`src/design/aht_pkg.sv`:
```
// Types and constants of the access hazard tracker.
// No dependencies; used by every module of the block.
package aht_pkg;

    localparam int TABLE_ENTRIES = 16;
    localparam int KEY_BITS      = 16;
    localparam int FIELD_KEY_W   = 16;
    // stored/compared key bits: the field never carries more than FIELD_KEY_W
    localparam int KEY_W         = (KEY_BITS < FIELD_KEY_W) ? KEY_BITS : FIELD_KEY_W;

    typedef enum logic [0:0] {
        CMD_ACCESS = 1'b0,
        CMD_CLEAR  = 1'b1
    } t_cmd;

    typedef struct packed {
        t_cmd                   cmd;
        logic [FIELD_KEY_W-1:0] buffer_key;
        logic                   reads;
        logic                   writes;
        logic                   batch_last;
    } t_in_word;

    typedef struct packed {
        logic                   barrier_needed;
        logic [FIELD_KEY_W-1:0] barrier_key;
        logic                   src_read;
        logic                   src_write;
        logic                   dst_read;
        logic                   dst_write;
        logic                   table_overflow;
        logic                   batch_end;
    } t_out_word;

endpackage

```
`src/design/aht_table.sv`:
```
// Key table of the hazard tracker: parallel key match, free-slot pick,
// barrier decision and entry update. Depends on aht_pkg.
module aht_table (
    input  logic              i_clk,
    input  logic              i_rst_n,
    input  logic              i_fire,
    input  aht_pkg::t_in_word i_word,
    output aht_pkg::t_out_word o_result
);

    localparam int N = aht_pkg::TABLE_ENTRIES;

    logic [N-1:0]              r_valid;
    logic [aht_pkg::KEY_W-1:0] r_key [N];
    logic [N-1:0]              r_last_rd;
    logic [N-1:0]              r_last_wr;

    logic [aht_pkg::KEY_W-1:0]       key;
    logic [aht_pkg::FIELD_KEY_W-1:0] key_ext;
    logic [N-1:0] hit_vec;
    logic [N-1:0] free_vec;
    logic [N-1:0] free_oh;
    logic         is_clear;
    logic         is_access;
    logic         hit;
    logic         full;
    logic         old_rd;
    logic         old_wr;
    logic         barrier;
    logic         store_new;

    always_comb begin
        key      = i_word.buffer_key[aht_pkg::KEY_W-1:0];
        key_ext  = '0;
        key_ext[aht_pkg::KEY_W-1:0] = key;
        is_clear  = (i_word.cmd == aht_pkg::CMD_CLEAR);
        is_access = !is_clear && (i_word.reads || i_word.writes);
        for (int i = 0; i < N; i++) begin
            hit_vec[i] = r_valid[i] && (r_key[i] == key);
        end
        // valid keys are unique, so at most one bit of hit_vec is set
        hit      = |hit_vec;
        full     = &r_valid;
        free_vec = ~r_valid;
        free_oh  = free_vec & (~free_vec + {{(N-1){1'b0}}, 1'b1});
        old_rd   = |(hit_vec & r_last_rd);
        old_wr   = |(hit_vec & r_last_wr);
        barrier   = is_access && hit && (old_wr || i_word.writes);
        store_new = is_access && !hit;

        o_result                = '0;
        o_result.batch_end      = i_word.batch_last;
        o_result.table_overflow = store_new && full;
        if (barrier) begin
            o_result.barrier_needed = 1'b1;
            o_result.barrier_key    = key_ext;
            o_result.src_read       = old_rd;
            o_result.src_write      = old_wr;
            o_result.dst_read       = i_word.reads;
            o_result.dst_write      = i_word.writes;
        end
    end

    always_ff @(posedge i_clk) begin
        if (!i_rst_n) begin
            r_valid <= '0;
        end else if (i_fire) begin
            if (is_clear) begin
                r_valid <= '0;
            end else if (store_new) begin
                r_valid <= r_valid | free_oh;
            end
        end
    end

    always_ff @(posedge i_clk) begin
        for (int i = 0; i < N; i++) begin
            if (i_fire && store_new && free_oh[i]) begin
                r_key[i]     <= key;
                r_last_rd[i] <= i_word.reads;
                r_last_wr[i] <= i_word.writes;
            end else if (i_fire && barrier && hit_vec[i]) begin
                r_last_rd[i] <= i_word.reads;
                r_last_wr[i] <= i_word.writes;
            end
        end
    end

endmodule

```
`src/design/access_hazard_tracker_core.sv`:
```
// Read/write hazard scoreboard: input register, table lookup, result register.
// Each accepted word passes the input register and the parallel key compare into the result register;
// one word per cycle sustained while the output is not stalled, set by the combinational compare in aht_table.
// Synchronous active-low reset empties the table and both stage valids.
// Depends on aht_pkg and aht_table.
module access_hazard_tracker_core (
    input  logic               i_clk,
    input  logic               i_rst_n,
    input  logic               i_in_valid,
    output logic               o_in_stall,
    input  aht_pkg::t_in_word  i_in_word,
    output logic               o_out_valid,
    input  logic               i_out_stall,
    output aht_pkg::t_out_word o_out_word
);

    logic               r_in_valid;
    logic               n_in_valid;
    aht_pkg::t_in_word  r_in_word;
    logic               r_out_valid;
    logic               n_out_valid;
    aht_pkg::t_out_word r_out_word;
    aht_pkg::t_out_word result;

    logic advance;
    logic fire;
    logic in_take;

    always_comb begin
        advance     = !r_out_valid || !i_out_stall;
        fire        = r_in_valid && advance;
        o_in_stall  = r_in_valid && !advance;
        in_take     = i_in_valid && !o_in_stall;
        n_in_valid  = in_take || (r_in_valid && !fire);
        n_out_valid = fire || (r_out_valid && i_out_stall);
    end

    aht_table u_table (
        .i_clk    (i_clk),
        .i_rst_n  (i_rst_n),
        .i_fire   (fire),
        .i_word   (r_in_word),
        .o_result (result)
    );

    always_ff @(posedge i_clk) begin
        if (!i_rst_n) begin
            r_in_valid  <= 1'b0;
            r_out_valid <= 1'b0;
        end else begin
            r_in_valid  <= n_in_valid;
            r_out_valid <= n_out_valid;
        end
    end

    always_ff @(posedge i_clk) begin
        if (in_take) begin
            r_in_word <= i_in_word;
        end
        if (fire) begin
            r_out_word <= result;
        end
    end

    assign o_out_valid = r_out_valid;
    assign o_out_word  = r_out_word;

endmodule

```
`config.mk`:
```
export PLATFORM = sky130hd
export DESIGN_NAME = access_hazard_tracker_core
export DESIGN_NICKNAME = d
export VERILOG_FILES = /design/src/design/aht_pkg.sv /design/src/design/aht_table.sv /design/src/design/access_hazard_tracker_core.sv
export SDC_FILE = /design/constraint.sdc
export NUM_CORES = 1
export LEC_CHECK = 0
export BUFFER_PORTS_ARGS = -buffer_cell sky130_fd_sc_hd__buf_2
export CAP_MARGIN = 20
export CORE_MARGIN = 4
export CORE_UTILIZATION = 28
export DETAILED_ROUTE_END_ITERATION = 16
export PLACE_DENSITY_LB_ADDON = 0.15
export SLEW_MARGIN = 20
export SYNTH_ARGS = -nofsm -noshare
export SYNTH_HDL_FRONTEND = slang
export SYNTH_HIERARCHICAL = 1
export SYNTH_SLANG_ARGS = --single-unit
```
`constraint.sdc`:
```
create_clock -name i_clk -period 11.5 [get_ports i_clk]
set_clock_uncertainty 0.15 [all_clocks]
set_input_delay 0.575 -clock i_clk [delete_from_list [all_inputs] [get_ports i_clk]]
set_output_delay 0.575 -clock i_clk [all_outputs]
set_load 0.01 [all_outputs]
```
==> flow_summary.ini <==
[timing]
relSlewSlack_pct = 30.22
clock.fmax_ghz = 0.2275
worstMarginPinSlew_ps = 1042
timing.final.hold_violations = 0
fin_setup_tns_ps = 0
setup_violations = 0
period_needed_ps = 4395
timing_max_transition_violations_final = 0
rsz0062_at_grt = no
layout_worst_path_cycle_share_pct = 38.22

[finish]
drive_gt1_share_pct = 14.96
relative_area_change_from_synthesis_to_final_layout_pct = 15.43
layout.nets = 1077
final-instance-count-excl-fill = 1771
insertedDiodeCount = 0

[cts]
postCtsSetupBuffers = 0
tritoncts.num_buffers = 41
worst_setup_hold_path_clk_slew_ps = 60
postCtsHoldBufs = 0
cts_tree = built
cts_htree_levels = 2
cts.sink_count = 349
cts.path.max_buffers = 3
clock_tree.root_cell = clkbuf_16
cts.repair.resized = 0
clock_insertion_delay_at_the_later_pin_of_the_skew_report_ps = 550

[global_routing]
largest_net_degree_at_the_start_of_global_routing = 36
global_route_wire_length_before_repair_mm = 53.52
initial_antenna_violation_count = 0
grt_pass1_vias = 8108
grt.overflow.total = 0
grtUsageTotal_pct = 12.55

[placement]
placed_cell_count = 1696
io_buffer_count = 48
place_congestion = 0.7932
dp_hpwl_mm = 21.05

[worst_setup_path]
crit_type = reg -> reg
timing.critical_path.from_type = flip-flop
timing.critical_path.slowest_stage_cell = nor4b_4
timing.critical_path.arrival_ps = 4500
critical_path.max_stage_delay_ps = 910
crit_fanout = 35
required_ps = 11600
buffers_plus_inverters_on_the_worst_setup_path = 3
critical_path.endpoint_type = flip-flop
cpLargestDelayFamily = simple AND/OR/NAND/NOR gates
cp_cell_sequence = buf_4 > inv_1 > o221ai_1 > a2111o_1 > a2bb2oi_1 > nand4_1 > or4_1 > buf_4 > nor4b_4 > o21bai_1
cpMostUsedCell = buf_4

[pwr]
cellLeakagePower_nw = 5.312
switching_part_of_the_total_pct = 21.50
ir_worst_vdd_mv = 0.07623
p_switching_uw = 593.2
pwr-share-seq_pct = 50.9
power_report.internal_total_mw = 2.166
p_per_area_nw_per_um2 = 160.7
comb_power_share_pct = 4.6
part_of_the_power_in_the_clock_network_pct = 44.5

[floorplanning]
core_region_area_sq_um = 52550
initial_utilization_pct = 28.31
floorplan.die.width_um = 238.5
die-area_sq_um = 56880
dieHeight_um = 238.5
floorplan.io_pins = 49
rows = 84

[outcome]
run_status = finished clean

[detailed_routing]
detailedRoute.firstIterationViolations = 512
drtPass1Iterations = 5
route.antenna.remaining_nets = 0
post_drt_via_cell_ratio = 4.457
route.detailed.drc = 0
via_count = 7893
post_drt_wl_per_cell_um = 20.20
routed_wl_mm = 35.78

[logic_synthesis]
ys_async_sr_fraction_pct = 0
synthesis.instances = 970
average_size_of_a_mapped_cell_sq_um = 15.34
synth_cell_type_count = 56
seq_area_frac_synth_pct = 69.23
synth_top_cells_by_area = edfxtp_1 67%, xnor2_1 10%, xor2_1 3.5%, dfxtp_1 2.4%, nand4_1 2.1%
synth_top_cell_by_area = edfxtp_1
netlist.area_leader.share_pct = 66.81
syn-num-nets = 994
synth_enable_flop_cells = 331
ys.warnings.count = 6
synthesis.area_sq_um = 14880
commonest_register_cell_after_synthesis = edfxtp_1
postSynthRegisterBits = 349

[flow_run]
max_cap_check_violation_count = 0

[worst_hold_path]
min_path_type = in -> reg
-- kinds of logic (layout without fill, tap and decap cells) --
| group | count (synthesis) | after routing | share of synthesized area, % |
|---|---|---|---|
| and+or+nand+nor | 237 | 237 | 9.294 |
| AOI/OAI and AO/OA | 73 | 73 | 4.003 |
| xor gates and xnor gates | 238 | 238 | 14.01 |
| DFF | 349 | 349 | 69.23 |
| buffers and inverters | 73 | 186 | 3.457 |
-- cells in the mapped netlist (4+ instances only) --
cell	instances
and3_1	7
buf_4	12
inv_1	30
o31ai_1	9
edfxtp_1	331
nand2b_1	12
nor3_2	8
xor2_1	60
dfxtp_1	18
a22oi_1	6
xnor2_1	178
buf_6	24
nor2b_1	4
o221ai_1	6
o21bai_1	15
nor2_1	16
nor4_1	18
nor3_1	17
and2_1	28
nand3_1	21
nand2_1	42
nand4_1	49
o21ai_0	4
-- power groups by stage --
| stage | logic [mW] | registers, mW | clock network, mW |
|---|---|---|---|
| final | 0.128 | 1.40 | 1.23 |
| after global routing | 0.142 | 1.40 | 1.33 |
| after CTS | 0.133 | 1.40 | 1.27 |
| after detailed placement | 0.133 | 1.43 | 0 |
| after global placement | 0.132 | 1.43 | 0 |
| after floorplan | 0.0811 | 1.44 | 0 |
-- cell usage in the layout (no fill, tap or decap), drive strengths merged, types with 4 or more instances in the layout --
cell type,count
clkinv,17
and3,8
o31ai,9
buf,81
nor2,16
a21oi,4
nor2b,4
and2,28
a22oi,6
nand3,21
o21bai,15
o221ai,6
dfxtp,18
nand4,50
nand2b,12
clkbuf,54
xnor2,178
o21ai,4
edfxtp,331
xor2,60
nor4,20
nor3,25
nand2,42
inv,32
-- area by class of cell --
type	instances	area [sq um]
Inverter	31	116.4
Fill cell	5151	35380
Clock buffer	53	1114
Timing Repair Buffer	82	505.5
Clock inverter	20	141.4
Sequential cell	349	10300
Tap cell	688	860.8
Multi-Input combinational cell	548	4135
-- sequential cells by signal, summed over array words and instances, names as in the netlist --
| signal | flops |
|---|---|
| o_out_valid | 1 |
| u_table/r_key | 256 |
| u_table/r_last_wr | 16 |
| u_table/r_last_rd | 16 |
| o_out_word | 23 |
| r_in_word | 20 |
| r_in_valid | 1 |
| u_table/r_valid | 16 |
-- per-layer routing --
layer	share of wire (%)	routed length, um	global-route usage (%)
met1	49	17420	17.80
met2	45	16100	19.77
met4	2.1	755	3.237
met5	0	0	0
met3	4.2	1497	2.619
-- per-stage QoR --
step | util [%] | power [mW] | hold slack (ps) | setup WS, ps | instance area (sq um)
global placement | 30.21 | 1.562 | 250.3 | 6967 | 15870
finish | 32.68 | 2.760 | 46.85 | 7105 | 17170
floorplan | - | 1.521 | 320.6 | 6246 | 14880
CTS | 32.63 | 2.811 | 8.085 | 6993 | 17150
detailed placement | 30.24 | 1.563 | 263.3 | 6986 | 15890
global route | 32.68 | 2.878 | 12.88 | 6735 | 17170
-- path summary, 6_finish.rpt --
check	startpoint	to	slack, ps	cells past startpoint
min	i_in_word[18]	r_in_word[18]	50	1
min reg2reg	r_in_word[0]	o_out_word[0]	270	0
max	r_in_word[14]	u_table/r_last_wr[4]	7100	10
max reg2reg	r_in_word[14]	u_table/r_last_wr[4]	7100	10
-- worst register-to-register path: cells and delay by family, from the launching register on --
family,cells,cell delay (ps)
simple gates,3,1580
buf+inv,3,1060
flops,1,320
compound gates,4,980
Power figures use the tool's default switching activity.
